[src/hdl/tml_pkg.sv]
// Shared definitions for the triangle metrics pipeline.
// Holds parameter defaults, result field widths and the result record type.
// No dependencies.
package tml_pkg;

    localparam int COORD_BITS_DEF = 12;
    localparam int FRAC_BITS_DEF  = 8;

    // Pipeline registers in the geometry front end (differences through Heron term).
    localparam int GEOM_STAGES = 6;

    localparam int AREA_W  = 32;
    localparam int PERIM_W = 23;

    typedef struct packed {
        logic               is_triangle;
        logic [AREA_W-1:0]  area_fixed;
        logic [PERIM_W-1:0] perimeter_fixed;
        logic               is_equilateral;
    } tml_result_t;

endpackage

[src/hdl/tml_isqrt.sv]
// Pipelined integer square root, one root bit per register stage.
// Radicand of RAD_W bits, floor root of (RAD_W+1)/2 bits. Uses tml_pkg.
module tml_isqrt #(
    parameter int RAD_W = 69
) (
    input  logic                   aclk,
    input  logic                   en_i,
    input  logic [RAD_W-1:0]       rad_i,
    output logic [(RAD_W+1)/2-1:0] root_o
);
    import tml_pkg::*;

    localparam int RT    = (RAD_W + 1) / 2;
    localparam int PW    = 2 * RT;
    localparam int REM_W = RT + 2;

    logic [REM_W-1:0] rem_reg  [RT];
    logic [RT-1:0]    root_reg [RT];
    logic [PW-1:0]    rad_reg  [RT];

    logic [REM_W-1:0] rem_p  [RT];
    logic [RT-1:0]    root_p [RT];
    logic [PW-1:0]    rad_p  [RT];
    logic [REM_W-1:0] cur    [RT];
    logic [REM_W-1:0] trial  [RT];
    logic [RT-1:0]    ge;

    always_comb begin
        for (int j = 0; j < RT; j++) begin
            if (j == 0) begin
                rem_p[j]  = '0;
                root_p[j] = '0;
                rad_p[j]  = PW'(rad_i);
            end else begin
                rem_p[j]  = rem_reg[j-1];
                root_p[j] = root_reg[j-1];
                rad_p[j]  = rad_reg[j-1];
            end
            // bring down the next two radicand bits, try root*4+1
            cur[j]   = {rem_p[j][REM_W-3:0], rad_p[j][PW-1 -: 2]};
            trial[j] = {root_p[j], 2'b01};
            ge[j]    = (cur[j] >= trial[j]);
        end
    end

    always_ff @(posedge aclk) begin
        if (en_i) begin
            for (int j = 0; j < RT; j++) begin
                rem_reg[j]  <= ge[j] ? (cur[j] - trial[j]) : cur[j];
                root_reg[j] <= {root_p[j][RT-2:0], ge[j]};
                rad_reg[j]  <= rad_p[j] << 2;
            end
        end
    end

    assign root_o = root_reg[RT-1];

endmodule

[config.mk]
export PLATFORM = sky130hd
export DESIGN_NAME = tml_isqrt
export DESIGN_NICKNAME = d
export VERILOG_FILES = /design/src/hdl/tml_pkg.sv /design/src/hdl/tml_isqrt.sv
export SDC_FILE = /design/constraint.sdc
export NUM_CORES = 2
export LEC_CHECK = 0
export BUFFER_PORTS_ARGS = -buffer_cell sky130_fd_sc_hd__buf_2
export CELL_PAD_IN_SITES_DETAIL_PLACEMENT = 2
export CELL_PAD_IN_SITES_GLOBAL_PLACEMENT = 2
export CORE_MARGIN = 2
export CORE_UTILIZATION = 40
export CTS_CLUSTER_SIZE = 10
export DETAILED_ROUTE_END_ITERATION = 7
export PLACE_DENSITY = 0.75
export RECOVER_POWER = 50
export SETUP_SLACK_MARGIN = 0.02
export SKIP_LAST_GASP = 1
export SLEW_MARGIN = 30
export SYNTH_ARGS = -nofsm -noshare
export SYNTH_HDL_FRONTEND = slang
export SYNTH_MEMORY_MAX_BITS = 65536
export SYNTH_SLANG_ARGS = --single-unit
[constraint.sdc]
create_clock -name aclk -period 7.3 [get_ports aclk]
set_clock_uncertainty 0.2 [all_clocks]
set_input_delay 1.46 -clock aclk [delete_from_list [all_inputs] [get_ports aclk]]
set_output_delay 1.46 -clock aclk [all_outputs]
set_load 0.005 [all_outputs]
## Word level (Yosys, flattened, before mapping)

Memory sizes are Yosys's and may differ from the RTL's.
Cells that the tools add are included.

| word-level totals | value |
|---|---|
| bits in registers | 0 |
| RAM bits | 4900 |
| bits of input ports | 71 |
| output and inout port bits | 35 |
| word-level logic and storage cells | 110 |
| memories kept | 3 |

| cells by class | value |
|---|---|
| add/sub/neg operators | 35 |
| $lt $le $gt $ge | 35 |
| multiplexer cells | 37 |

Memories:

| name | words | bits a word | read ports | clocked after Yosys merged registers in | write ports | line | text |
|---|---|---|---|---|---|---|---|
| rad_reg | 35 | 68 | 34 | 0 | 35 | tml_isqrt.sv:19 | `logic [PW-1:0] rad_reg [RT];` |
| rem_reg | 35 | 37 | 34 | 0 | 35 | tml_isqrt.sv:17 | `logic [REM_W-1:0] rem_reg [RT];` |
| root_reg | 35 | 35 | 35 | 0 | 35 | tml_isqrt.sv:18 | `logic [RT-1:0] root_reg [RT];` |

Operators with widths:

| operator | count |
|---|---|
| $mux W37 | 35 |
| $ge A37 B37 Y1 | 34 |
| $sub A37 B37 Y37 | 34 |
| $mux W1 | 2 |
| $sub A1 B1 Y2 const B | 1 |
| $ge A1 B1 Y1 const B | 1 |

## Longest topological paths before layout

An unclocked memory read counts as a cell.

| depth | value |
|---|---|
| word-level depth | 3 |
| gate-level depth with buffers | 14 |
| mapped depth without buffers | 12 |

## Worst setup path after synthesis

OpenSTA, ideal clock, no wires.

| path | value |
|---|---|
| kind | register to register |
| from | mem rem_reg[4][20] (netlist bit) |
| to | mem rem_reg[5][28] (netlist bit) (data pin) |
| library setup time | 0.271 ns |
| arrival | 3.336 ns |
| data required time | 6.829 ns |
| slack | 3.492 ns |
| cell stages (with the launch flop) | 10 |
| path buffers | 1 |
| clock period less this slack | 3.808 ns |
| path through | edfxtp_1 > or4_4 > or4b_4 > or4_1 > or4_1 > a311oi_4 > or4_4 > buf_6 > nor4_1 > xor2_1 |

RTL lines:

| item | line |
|---|---|
| start: declaration | tml_isqrt.sv:17 |

==> results.cfg <==
[worst_setup_path]
crit_chain = clkbuf_2 > clkbuf_1
path_buf_inv = 2
critical_path_class = input port to flop
cp-start-kind = input port
critical_path_arrival_ps = 6260
reg2reg_to = rem_reg[6][24]$_DFFE_PP_
ff2ff_setup_slack_ps = 1960
required_ps = 7610
crit_path_end_kind = flop
slowest_delay_ps = 2740
worstReg2RegStart = rem_reg[5][26]$_DFFE_PP_
crit_slowest_cell = clkbuf_2
r2r_cells = 9
cp_max_fo = 94
path_delay_family = buffers and inverters

[yosys]
synth_top_area_cell = edfxtp_1
avgSynthCellArea_um2 = 12.7
syn_nets = 11600
ys_seq_area_frac = 0.642
yosysTopAreaCellShare = 0.642
synthesis.area_mm2 = 0.138
yosys-top-cells-area = edfxtp_1 64%, ha_1 6.0%, xnor2_1 3.2%
synth_edf_count = 2950
synth.distinct_cells = 89
ys.flop_type = edfxtp_1
synth_commonest_cells = 2950 x edfxtp_1, 849 x nand2_1, 837 x inv_1, 671 x o21ai_0, 664 x ha_1
ys_ff_latch = 2950
synth_most_common_cell = edfxtp_1
synth_warnings = 0
netlist_instances = 10800
async_flop_share = 0

[floorplanning]
ioPinCount = 106
dieArea_mm2 = 0.350
dieHeight_um = 592
start_util = 0.402
core.rowCount = 215
die_w_um = 592
coreArea_mm2 = 0.343

[timing]
rsz0062_at_grt = no
hold_viol_final = 0
slew_viol_final = 382
finalSetupTns_ps = 0
whs_ps = 205
min_period_over_period = 0.816
max_clock_freq_mhz = 168
setup_viol = 0
worst_pin_slew_ps = 4190
min_period_ps = 5960
slew-limit-headroom = -1.79

[routing]
via_per_inst = 5.56
drc = 0
finalWirelength_um = 403000
vias = 88300
dr.pass1.iters = 6
drt-wirelength-per-cell_um = 25.4
ant_nets = 0
dr.first_iter.drc_count = 5724

[placement]
place_hpwl_um = 291000
place_area_mm2 = 0.144
gp_congestion = 0.895
portBuffers = 105

[grt]
antenna_found_initial = 16
grt_max_degree = 182
grt_pass1_wl_um = 613000
grt-ovfl-total = 0
grt_pass1_vias = 97300
grt_usage = 0.226

[clocking]
cts_htree_levels = 5
clk_path_buf_depth = 4
cts_setup_buffers = 0
cts_tree = yes
root_buffer = clkbuf_16
cts_sinks = 2950
numCtsBuffers = 353
hold_buffers = 0
cts_resized = 0
clock_latency_ps = 960
clkSlewWorstSetupHoldPaths_ps = 50

[pwr]
p_per_area_mw_per_mm2 = 335
p_total_w = 0.0518
leakage_nw = 58.1
vdd_ir_drop_max_mv = 0.201

[finish]
fin_nets = 11900
drive_gt1_frac = 0.0639
design_area_mm2 = 0.155
utilization = 0.450
syn_to_final_growth_pct = 11.9
largest_reg_flops = 1190

[min_path]
min_path_cells = 0
whs_endpoint = rad_reg[6][16]$_DFFE_PP_
min_from = rad_reg[5][14]$_DFFE_PP_
min_path_type = flop to flop

[outcome]
violations = max-capacitance violations, max-slew violations
status = complete, but fails checks

[job]
max_cap_violations = 9
## routing by layer
metal | vias to the layer above | GRT usage | wire length [um] | part of all wire
met4 | 0 | 0.0734 | 12900 | 0.032
met3 | 639 | 0.0227 | 11900 | 0.030
li1 | 40600 | - | - | -
met5 | - | 0 | 0 | 0
met2 | 1521 | 0.404 | 206000 | 0.51
met1 | 45500 | 0.287 | 172000 | 0.43
## cell families after synthesis
| logic type | count (synthesis) | share of synthesized area |
|---|---|---|
| multiplexers | 80 | 0.00638 |
| XOR/XNOR | 956 | 0.0606 |
| AND/OR/NAND/NOR | 2856 | 0.101 |
| adder cells (fa/ha/maj) | 664 | 0.0602 |
| other | 1 | 0.0000272 |
| buffers and inverters | 1065 | 0.0291 |
| flip-flops | 2950 | 0.642 |
| AO/OA/AOI/OAI | 2263 | 0.101 |
## power breakdown
part,switching [W],internal [W],total [W]
registers,0.00175,0.0217,0.0234
clock network,0.00699,0.00909,0.0161
logic,0.00767,0.00465,0.0123
total,0.0164,0.0354,0.0518
## layout make-up
class | instances | area (um2)
fillers | 33900 | 189000
clock buffers | 434 | 9270
flip-flops and latches | 2950 | 88600
diodes | 10 | 25.0
repair buffers | 189 | 1350
inverters | 841 | 3160
multi-input cells | 6820 | 45700
well taps | 4557 | 5700
clock inverters | 73 | 749
## metrics by stage
step | std cells | setup slack, ps
floorplan | 10800 | 3490
finish | 15900 | 1340
CTS | 15900 | 1960
detailed placement | 15400 | 2020
global route | 15900 | 945
global placement | 15400 | 2360
## layout by cell type, fill, tap and decap left out, types with 23 or more instances in the layout
cell          n
o21ai_0     671
nand4_1     122
a21boi_0     33
a21o_1      288
mux2_2       64
inv_1       837
o211ai_1     47
or4_1        56
a2111oi_0    26
nor4_1      125
nor3b_1      24
and2_1       44
clkbuf_1     96
clkinv_1     38
xnor2_1     497
clkbuf_16   359
a21oi_1     658
or2_2        29
nand3b_1     39
and3_1       55
nand2b_1    133
or3_1       102
ha_1        664
nor3_1      298
o21bai_1     68
nor2b_1      80
a211o_1      23
xor2_1      459
nor2_1      625
o31ai_1      55
a211oi_1     57
nand3_1     183
edfxtp_1   2950
o21a_1       98
buf_2        96
buf_4        48
a31oi_1      45
nand2_1     849
## worst max-delay path by stage
stage                                   from                   endpoint  slack [ps]  depth (start not counted)
floorplan           rem_reg[4][20]$_DFFE_PP_   rem_reg[5][28]$_DFFE_PP_        3490                          9
CTS                 rem_reg[29][0]$_DFFE_PP_  rem_reg[30][31]$_DFFE_PP_        1960                         11
finish                                  en_i  rem_reg[15][10]$_DFFE_PP_        1340                          2
global placement    rem_reg[29][0]$_DFFE_PP_  rem_reg[30][31]$_DFFE_PP_        2360                         11
detailed placement  rem_reg[29][0]$_DFFE_PP_  rem_reg[30][31]$_DFFE_PP_        2020                         11
global route                            en_i   rad_reg[1][32]$_DFFE_PP_         940                          2
(Power assumes the default switching activity.)
