### src/hdl/tml_pkg.sv
// Shared definitions for the triangle metrics pipeline.
// Holds parameter defaults, result field widths and the result record type.
// No dependencies.
package tml_pkg;

    localparam int COORD_BITS_DEF = 12;
    localparam int FRAC_BITS_DEF  = 8;

    // Pipeline registers in the geometry front end (differences through Heron term).
    localparam int GEOM_STAGES = 6;

    localparam int AREA_W  = 32;
    localparam int PERIM_W = 23;

    typedef struct packed {
        logic               is_triangle;
        logic [AREA_W-1:0]  area_fixed;
        logic [PERIM_W-1:0] perimeter_fixed;
        logic               is_equilateral;
    } tml_result_t;

endpackage

### src/hdl/tml_obuf.sv
// Two-entry output buffer between the pipeline and the result channel.
// Full only when both entries hold results. Uses tml_pkg.
module tml_obuf (
    input  logic                 aclk,
    input  logic                 aresetn,
    input  logic                 push_i,
    input  tml_pkg::tml_result_t push_data_i,
    output logic                 full_o,
    output logic                 m_valid_o,
    input  logic                 m_ready_i,
    output tml_pkg::tml_result_t m_data_o
);
    import tml_pkg::*;

    tml_result_t ent_reg [2];
    logic [1:0]  count_reg, count_next;
    logic        rd_ptr_reg, wr_ptr_reg;
    logic        pop;

    assign pop       = m_valid_o && m_ready_i;
    assign m_valid_o = (count_reg != 2'd0);
    assign full_o    = (count_reg == 2'd2);
    assign m_data_o  = ent_reg[rd_ptr_reg];

    always_comb begin
        count_next = count_reg;
        if (push_i && !pop) begin
            count_next = count_reg + 2'd1;
        end else if (pop && !push_i) begin
            count_next = count_reg - 2'd1;
        end
    end

    always_ff @(posedge aclk) begin
        if (!aresetn) begin
            count_reg  <= 2'd0;
            rd_ptr_reg <= 1'b0;
            wr_ptr_reg <= 1'b0;
        end else begin
            count_reg <= count_next;
            if (push_i) begin
                wr_ptr_reg <= !wr_ptr_reg;
            end
            if (pop) begin
                rd_ptr_reg <= !rd_ptr_reg;
            end
        end
    end

    always_ff @(posedge aclk) begin
        if (push_i) begin
            ent_reg[wr_ptr_reg] <= push_data_i;
        end
    end

`ifndef ASSERT_OFF
    a_no_push_full: assert property (@(posedge aclk) disable iff (!aresetn)
        push_i |-> !full_o) else $error("push into full output buffer");
    a_count_range: assert property (@(posedge aclk) disable iff (!aresetn)
        count_reg != 2'd3) else $error("output buffer count out of range");
    a_pop_drains: assert property (@(posedge aclk) disable iff (!aresetn)
        (pop && !push_i) |=> count_reg == $past(count_reg) - 2'd1)
        else $error("output buffer count did not drop on pop");
    a_ptr_match: assert property (@(posedge aclk) disable iff (!aresetn)
        (count_reg == 2'd0 || count_reg == 2'd2) |-> rd_ptr_reg == wr_ptr_reg)
        else $error("output buffer pointers disagree with count");
`endif

endmodule

### config.mk
export PLATFORM = sky130hd
export DESIGN_NAME = tml_obuf
export DESIGN_NICKNAME = d
export VERILOG_FILES = /design/src/hdl/tml_pkg.sv /design/src/hdl/tml_obuf.sv
export SDC_FILE = /design/constraint.sdc
export NUM_CORES = 1
export LEC_CHECK = 0
export ABC_AREA = 1
export BUFFER_PORTS_ARGS = -buffer_cell sky130_fd_sc_hd__buf_2
export CAP_MARGIN = 20
export CORE_ASPECT_RATIO = 1.25
export CORE_MARGIN = 2
export CORE_UTILIZATION = 25
export CTS_BUF_LIST = sky130_fd_sc_hd__clkbuf_4 sky130_fd_sc_hd__clkbuf_8
export CTS_CLUSTER_SIZE = 30
export DETAILED_ROUTE_END_ITERATION = 10
export PLACE_DENSITY = 0.43
export SLEW_MARGIN = 20
export SYNTH_ARGS = -nofsm -noshare
export SYNTH_HDL_FRONTEND = slang
export SYNTH_SLANG_ARGS = --single-unit
export TNS_END_PERCENT = 10
### constraint.sdc
create_clock -name aclk -period 11.5 [get_ports aclk]
set_input_delay 2.3 -clock aclk [delete_from_list [all_inputs] [get_ports aclk]]
set_output_delay 2.3 -clock aclk [all_outputs]
set_load 0.01 [all_outputs]
== After elaboration in Yosys (flattened, before gate mapping) ==
Memories as Yosys holds them, arrays and structs flattened. A register that Yosys moved wholly into a read port is not among the register bits.
Cells that the tools add are included.

* Flip-flop bits (word level): 4
* Bits in latches: 0
* Bits in writable memories: 114
* Memory bits (read-only): 0
* Bits of input ports: 61
* Output and inout bits: 59
* Word-level logic and storage cells: 22
* Memories kept: 1

{| class="wikitable"
|+ Memory list
! memory !! words !! bits a word !! rd ports !! clocked after memory_dff !! wr ports !! line !! text
|-
| ent_reg || 2 || 57 || 1 || 1 || 1 || tml_obuf.sv:15 || <nowiki>tml_result_t ent_reg [2];</nowiki>
|}

* Add/subtract/negate cells: 2
* $mul: 0
* Div/mod/pow operators: 0
* $lt $le $gt $ge: 0
* Equal/unequal tests: 1
* Shift operators: 0
* Muxes and demuxes: 6
* Bitwise gates (word level): 0
* Reduce and logical (&&, ||, !) cells: 9

{| class="wikitable"
|+ Operators with widths
! operator !! number
|-
| $logic_not 1->1 || 4
|-
| $mux 1 || 4
|-
| $mux 2 || 2
|-
| $reduce_bool 2->1 || 2
|-
| $logic_and 1x1->1 || 3
|-
| $add 2x1->2 const B || 1
|-
| $eq 2x2->1 const B || 1
|-
| $sub 2x1->2 const B || 1
|}

== Longest topological paths before layout ==
Gate-level depths: netlist of the first run.

* Word-level depth: 5
* Gate-level depth with buffers: 9
* Depth with buffers taken out: 9

== Worst setup path before layout of the first run ==
No wires, ideal clock.

* Path kind: in2reg
* Start: in push_i
* End: mem ent_reg[0][0] in the netlist's numbering, enable pin
* Library setup time: 0.473 ns
* Arrival: 4.732 ns
* Data required time: 11.027 ns
* Path slack: 6.295 ns
* Cell stages on the path: 2
* Path buffers: 0
* Cell sequence: inv_1 -> nor2_1

* Cells in the longest elaborated chain, start to end: 2

{| class="wikitable"
|+ RTL lines
! element !! line !! text
|-
| start: declaration || tml_obuf.sv:6 || <nowiki>input logic push_i,</nowiki>
|-
| $mux 1 || tml_obuf.sv:51 || <nowiki>if (push_i) begin</nowiki>
|-
| $mux 1 (implied by the code) || tml_obuf.sv:52 || <nowiki>ent_reg[wr_ptr_reg] <= push_data_i;</nowiki>
|-
| end: declaration || tml_obuf.sv:15 ||
|}

No other way between the ends.

==> flow_summary.yaml, run 1 <==
layout:
  largest_register_ff_count: 114
  stdcell_area_sq_mm: 0.005640
  postLayoutCoreUtil_pct: 32.23
  diodes: 0
  nets: 409
  syn_to_final_growth_pct: 26.24
  drive_above_1_share_pct: 58.10
clock_tree:
  post_cts_resized: 0
  cts.sinks: 119
  cts.htree.levels: 4
  cts_tree: "done"
  path_clk_slew_ns: 0.06
  post-cts-setup-buffers: 0
  numCtsBuffers: 17
  cts-root-buf: "clkbuf_8"
  clockBufferDepth: 2
  holdBufCountCts: 0
  clk_latency_ns: 0.41
sta:
  maxSlewHeadroom_pct: 34.92
  skew_ns: 0.004402
  fmax_mhz: 233.3
  finalMaxSlewViolations: 0
  setup_violations: 0
  worst_pin_slew_ns: 0.9762
  rsz0062_at_grt: "false"
  hold_viol_final: 0
  hold-worst-slack_ns: 0.4995
  final.setup.worst_slack_ns: 7.213
  min_period_ns: 4.287
  fin_crit_sh_pct: 37.28
  setup_tns_ns: 0
floorplan:
  core.rowCount: 54
  die_x_microns: 123.6
  coreArea_sq_mm: 0.01750
  num_io_pins: 120
  dieArea_sq_mm: 0.01896
  die_height_microns: 153.5
  start_util_pct: 25.53
place:
  dp_hpwl_microns: 5137
  gp_congestion: 0.6688
  place_area_sq_mm: 0.005315
  io_buffers: 119
  pre_cts_ws_ns: 7.535
routing:
  first_pass_iters: 4
  postRouteAntennaNets: 0
  routedWlPerCell_microns: 14.26
  viasPerCell: 3.973
  drc: 0
  num_vias: 2312
  drt-initial-drc-count: 81
  wirelength_microns: 8299
global_route:
  grt.total_usage_pct: 9.246
  overflow: 0
  grt_pass1_wl_microns: 12740
  grt_max_degree: 58
  antenna_found_initial: 0
  grt_pass1_vias: 2512
pwr:
  pwr-share-clk_pct: 33.0
  intPower_w: 0.0007315
  p_switching_w: 0.0002295
  power_frac_comb_pct: 12.6
  p_seq_share_pct: 54.4
  cellLeakagePower_nw: 2.170
  p_sw_share_pct: 23.89
  cellPowerDensity_mw_per_mm2: 170.4
  ir_worst_vdd_mv: 0.06379
logic_synthesis:
  syn_area_per_cell_sq_um: 20.98
  syn_area_sq_mm: 0.004468
  synth_warnings: 0
  synth_cells: 213
  synth_top_cell_area_share_pct: 76.62
  yosysUniqueCellTypes: 15
  synth.net_count: 275
  synth_top_cells_by_count: "114 x edfxtp_1, 30 x mux2_4, 27 x mux2_2"
  synthTopCellsByArea: "edfxtp_1 77%, mux2_4 10%, mux2_2 6.8%"
  synthFlopType: "edfxtp_1"
  synth_largest_area_cell: "edfxtp_1"
  ys_seq_area_share_pct: 78.86
  synth.most_common_cell: "edfxtp_1"
  postSynth.asyncResetShare_pct: 0
  synth_edf_count: 114
  synth-seq-cells: 119
critical_path:
  crit_type: "reg2out"
  crit_path_end_kind: "output port"
  required_ns: 9.20
  r2r_setup_slack_ns: 9.63
  arrival_ns: 1.99
  crit_fanout: 57
  cp-endpoint: "m_data_o[54]"
  max_stage_delay_ns: 0.99
  r2r_cells: 3
  path_cells: "mux2_2, buf_2"
  worst-path-buf-inv: 1
  critPathSlowestCell: "dfxtp_4"
  r2r_end: "ent_reg[1][13]"
  path_depth: 2
  cp-start-kind: "flip-flop"
  crit_family: "flip-flops"
  r2r_start: "wr_ptr_reg"
job:
  maxCapViolations: 0
worst_hold_path:
  hp-class: "reg2reg"
outcome:
  status: "complete, no violations"
==> through the flow <==
| step | total power (W) | std cells |
|---|---|---|
| 3_5_place_dp | 0.0006580 | 552 |
| 6_report | 0.0009610 | 582 |
| 4_1_cts | 0.0009827 | 582 |
| 2_1_floorplan | 0.0006064 | 213 |
| 5_1_grt | 0.001013 | 582 |
| 3_3_place_gp | 0.0006556 | 552 |
==> worst min-delay path by stage <==
stage / depth (start not counted) / slack [ns] / startpoint / end
floorplan: 2 / 0.47 / rd_ptr_reg / flip-flop
global placement: 2 / 0.48 / rd_ptr_reg / rd_ptr_reg
detailed placement: 2 / 0.49 / rd_ptr_reg / flip-flop
CTS: 2 / 0.51 / rd_ptr_reg / flip-flop
global route: 2 / 0.53 / rd_ptr_reg / rd_ptr_reg
finish: 2 / 0.50 / rd_ptr_reg / flip-flop
==> power by group through the flow <==
stage	Sequential, W	Clock [W]	Combinational (W)
after detailed placement	0.000534	0	0.000124
after global placement	0.000533	0	0.000123
after global routing	0.000527	0.000353	0.000132
after CTS	0.000525	0.000334	0.000124
final	0.000523	0.000317	0.000121
after floorplan	0.000517	0	0.0000889
==> worst min-delay path, cell delays in order (launching register included) <==
cell and delay, ns:
dfxtp_1 0.33, nor2_1 0.06, nor2_1 0.08
==> layer usage <==
metal	vias to the layer above	wire length [microns]	track usage, %
met1	1140	3312	9.823
met5	-	0	0
li1	1084	-	-
met2	78	4197	15.28
met4	0	155	4.708
met3	10	633	4.142
==> cell type report <==
type / instances / area (sq um)
multi-input combinational: 80 / 867.1
tap: 224 / 280.3
clock buffer: 17 / 234.0
inverter: 8 / 30.03
sequential: 119 / 3527
fill: 1754 / 11860
timing repair buffer: 121 / 610.6
clock inverter: 13 / 91.34
==> cells in the final DEF, fill, tap and decap left out, drive strengths merged <==
cell type  Yosys  routed
nor2           8       8
nand3          1       1
clkinvlp       0       2
o21a           1       1
bufinv         0       1
inv            8       8
buf            6     121
dfxtp          5       5
nand2          9       9
o21ai          1       1
mux2          57      57
ha             1       1
clkinv         0      10
clkbuf         0      17
nand4          1       1
edfxtp       114     114
a21oi          1       1
==> cells by family (layout without fill, tap and decap cells) <==
kind of cell | after synthesis | in the layout | synth area share (%)
DFF | 119 | 119 | 78.86
and+or+nand+nor | 19 | 19 | 1.680
adders and majority gates | 1 | 1 | 0.2800
buffers and inverters | 14 | 159 | 1.904
AOI/OAI and AO/OA | 3 | 3 | 0.3919
muxes | 57 | 57 | 16.89
Power figures use the tool's default switching activity.
==> run 2: changes to the inputs <==
Settings changed: ABC_AREA 1 to 0.
Clock period 11.5 ns to 4.47 ns, I/O delays scaled along.
==> run 2 against run 1 <==
Against the previous run: power rose to 3.0 times the previous value; cell area is 1.4% lower; routed wire length increased by 0.43%; critical path depth increased by 1; area after synthesis shrank 2.9%; sequential power rose to 2.6 times the previous value; via count fell by 2.4%; hold slack improved by 0.048 ns; clock power grew to 2.9 times the previous value; critical endpoint is now m_data_o[33]; largest cell class unchanged.
==> flow_summary.yaml, run 2 <==
logic_synthesis:
  yosysUniqueCellTypes: 17
  synth_top_cells_by_count: "114 x edfxtp_1, 57 x mux2_2, 5 x dfxtp_1"
  syn_area_sq_mm: 0.004337
  synth.most_common_cell: "edfxtp_1"
  synthFlopType: "edfxtp_1"
  synth.net_count: 261
  syn_area_per_cell_sq_um: 21.79
  postSynth.asyncResetShare_pct: 0
  ys_seq_area_share_pct: 81.25
  synth_cells: 199
  synth-seq-cells: 119
  synth_largest_area_cell: "edfxtp_1"
  synth_edf_count: 114
  synthTopCellsByArea: "edfxtp_1 79%, mux2_2 15%, dfxtp_1 2.3%"
  synth_warnings: 0
  synth_top_cell_area_share_pct: 78.94
clock_tree:
  post-cts-setup-buffers: 0
  path_clk_slew_ns: 0.07
  cts.htree.levels: 4
  clockBufferDepth: 2
  holdBufCountCts: 0
  cts_tree: "done"
  numCtsBuffers: 17
  clk_latency_ns: 0.42
  cts.sinks: 119
  post_cts_resized: 0
  cts-root-buf: "clkbuf_8"
global_route:
  antenna_found_initial: 1
  grt_max_degree: 59
  grt_pass1_vias: 2424
  grt_pass1_wl_microns: 12270
  grt.total_usage_pct: 9.325
  overflow: 0
place:
  gp_congestion: 0.6409
  dp_hpwl_microns: 5213
  place_area_sq_mm: 0.005189
  io_buffers: 119
sta:
  fin_crit_sh_pct: 69.60
  hold_viol_final: 0
  worst_pin_slew_ns: 0.8326
  fmax_mhz: 321.4
  skew_ns: 0.004542
  finalMaxSlewViolations: 0
  setup_violations: 0
  min_period_ns: 3.111
  rsz0062_at_grt: "false"
  maxSlewHeadroom_pct: 44.50
  setup_tns_ns: 0
routing:
  routedWlPerCell_microns: 14.70
  drt-initial-drc-count: 82
  viasPerCell: 3.979
  first_pass_iters: 4
  num_vias: 2256
  drc: 0
  postRouteAntennaNets: 0
  wirelength_microns: 8335
job:
  maxCapViolations: 0
floorplan:
  start_util_pct: 25.65
  coreArea_sq_mm: 0.01691
  dieArea_sq_mm: 0.01842
  num_io_pins: 120
  die_height_microns: 151.3
  die_x_microns: 121.8
  core.rowCount: 53
layout:
  n_fill_cell: 1680
  stdcell_area_sq_mm: 0.005560
  final_common_cell: "buf_2"
  syn_to_final_growth_pct: 28.22
  drive_above_1_share_pct: 61.38
  diodes: 0
  layout_common_cells: "119 x buf_2, 114 x edfxtp_1, 57 x mux2_2"
  largest_register_ff_count: 114
  postLayoutCoreUtil_pct: 32.88
  nets: 396
critical_path:
  cp-start-kind: "flip-flop"
  crit_fanout: 36
  required_ns: 3.58
  crit_path_end_kind: "output port"
  crit_type: "reg2out"
  arrival_ns: 2.22
pwr:
  p_switching_w: 0.0007413
  intPower_w: 0.002128
  p_seq_share_pct: 47.4
  power_frac_comb_pct: 21.0
  cellPowerDensity_mw_per_mm2: 516.0
  ir_worst_vdd_mv: 0.2208
  cellLeakagePower_nw: 2.051
  p_sw_share_pct: 25.84
  pwr-share-clk_pct: 31.7
outcome:
  status: "complete, no violations"
worst_hold_path:
  hp-class: "reg2reg"
==> run 2: changes by cell type in the layout (fill, tap and decap cells not counted), moves of 2 or more <==
cell      change
nor2_1        -7
nand2_1       -9
xnor2_1       +2
clkinv_2      -2
nor2b_1       +2
mux2_2       +30
and2_1        +3
clkbuf_4      +4
mux2_4       -30
inv_1         -7
==> run 2: worst max-delay path, cell delays in order, from the launching register on <==
cell,delay [ns]
dfxtp_2,0.69
buf_4,0.52
mux2_2,0.40
buf_2,0.14
==> run 2: logic make-up (layout without fill, tap and decap cells) <==
group | count (synthesis) | after routing | share of synthesized area [%]
multiplexers | 57 | 57 | 14.80
AO/OA/AOI/OAI | 4 | 4 | 0.5769
buffers and inverters | 6 | 154 | 1.183
flip-flops | 119 | 119 | 81.25
AND/OR/NAND/NOR | 9 | 9 | 1.298
adder cells (fa/ha/maj) | 1 | 1 | 0.2885
XOR/XNOR | 3 | 3 | 0.6060
==> run 2: stage by stage <==
step	cells	hold WS, ns	setup slack [ns]	total power [W]
floorplan	199	0.4735	0.5498	0.001785
global placement	535	0.5039	1.715	0.002005
CTS	567	0.5537	1.211	0.002941
global route	567	0.6010	1.140	0.003024
finish	567	0.5472	1.359	0.002869
detailed placement	535	0.5407	1.701	0.002011
==> run 2: metal layers <==
layer / global-route usage (%) / vias to the layer above / share of wire [%]
met3: 4.819 / 9 / 7.2
met4: 4.828 / 2 / 1.5
met5: 0 / - / 0.19
met1: 9.001 / 1116 / 38
met2: 16.15 / 72 / 53
li1: - / 1057 / -
==> run 2: cell type report <==
class                           count  area [sq um]  area share, %
Tap cell                          220         275.3          4.950
Multi-Input combinational cell     74         770.7          13.86
Clock inverter                     11         107.6          1.935
Sequential cell                   119          3525          63.39
Clock buffer                       21         264.0          4.748
Timing Repair Buffer              122         618.1          11.12
==> run 2: path summary, 6_finish.rpt <==
path,endpoint,startpoint,cells after the start,slack (ns)
setup / recovery,m_data_o[33],flip-flop,3,1.36
hold / removal,count_reg[1],count_reg[1],2,0.55
hold reg to reg,count_reg[1],count_reg[1],2,0.55
setup reg to reg,ent_reg[1][45],wr_ptr_reg,2,2.88
==> run 2: power by group through the flow <==
| stage | Clock [W] | Combinational (W) | Sequential [W] |
|---|---|---|---|
| after floorplan | 0 | 0.000439 | 0.00135 |
| after global placement | 0 | 0.000621 | 0.00138 |
| after detailed placement | 0 | 0.000624 | 0.00139 |
| after CTS | 0.000951 | 0.000627 | 0.00136 |
| after global routing | 0.000992 | 0.000660 | 0.00137 |
| final | 0.000909 | 0.000601 | 0.00136 |
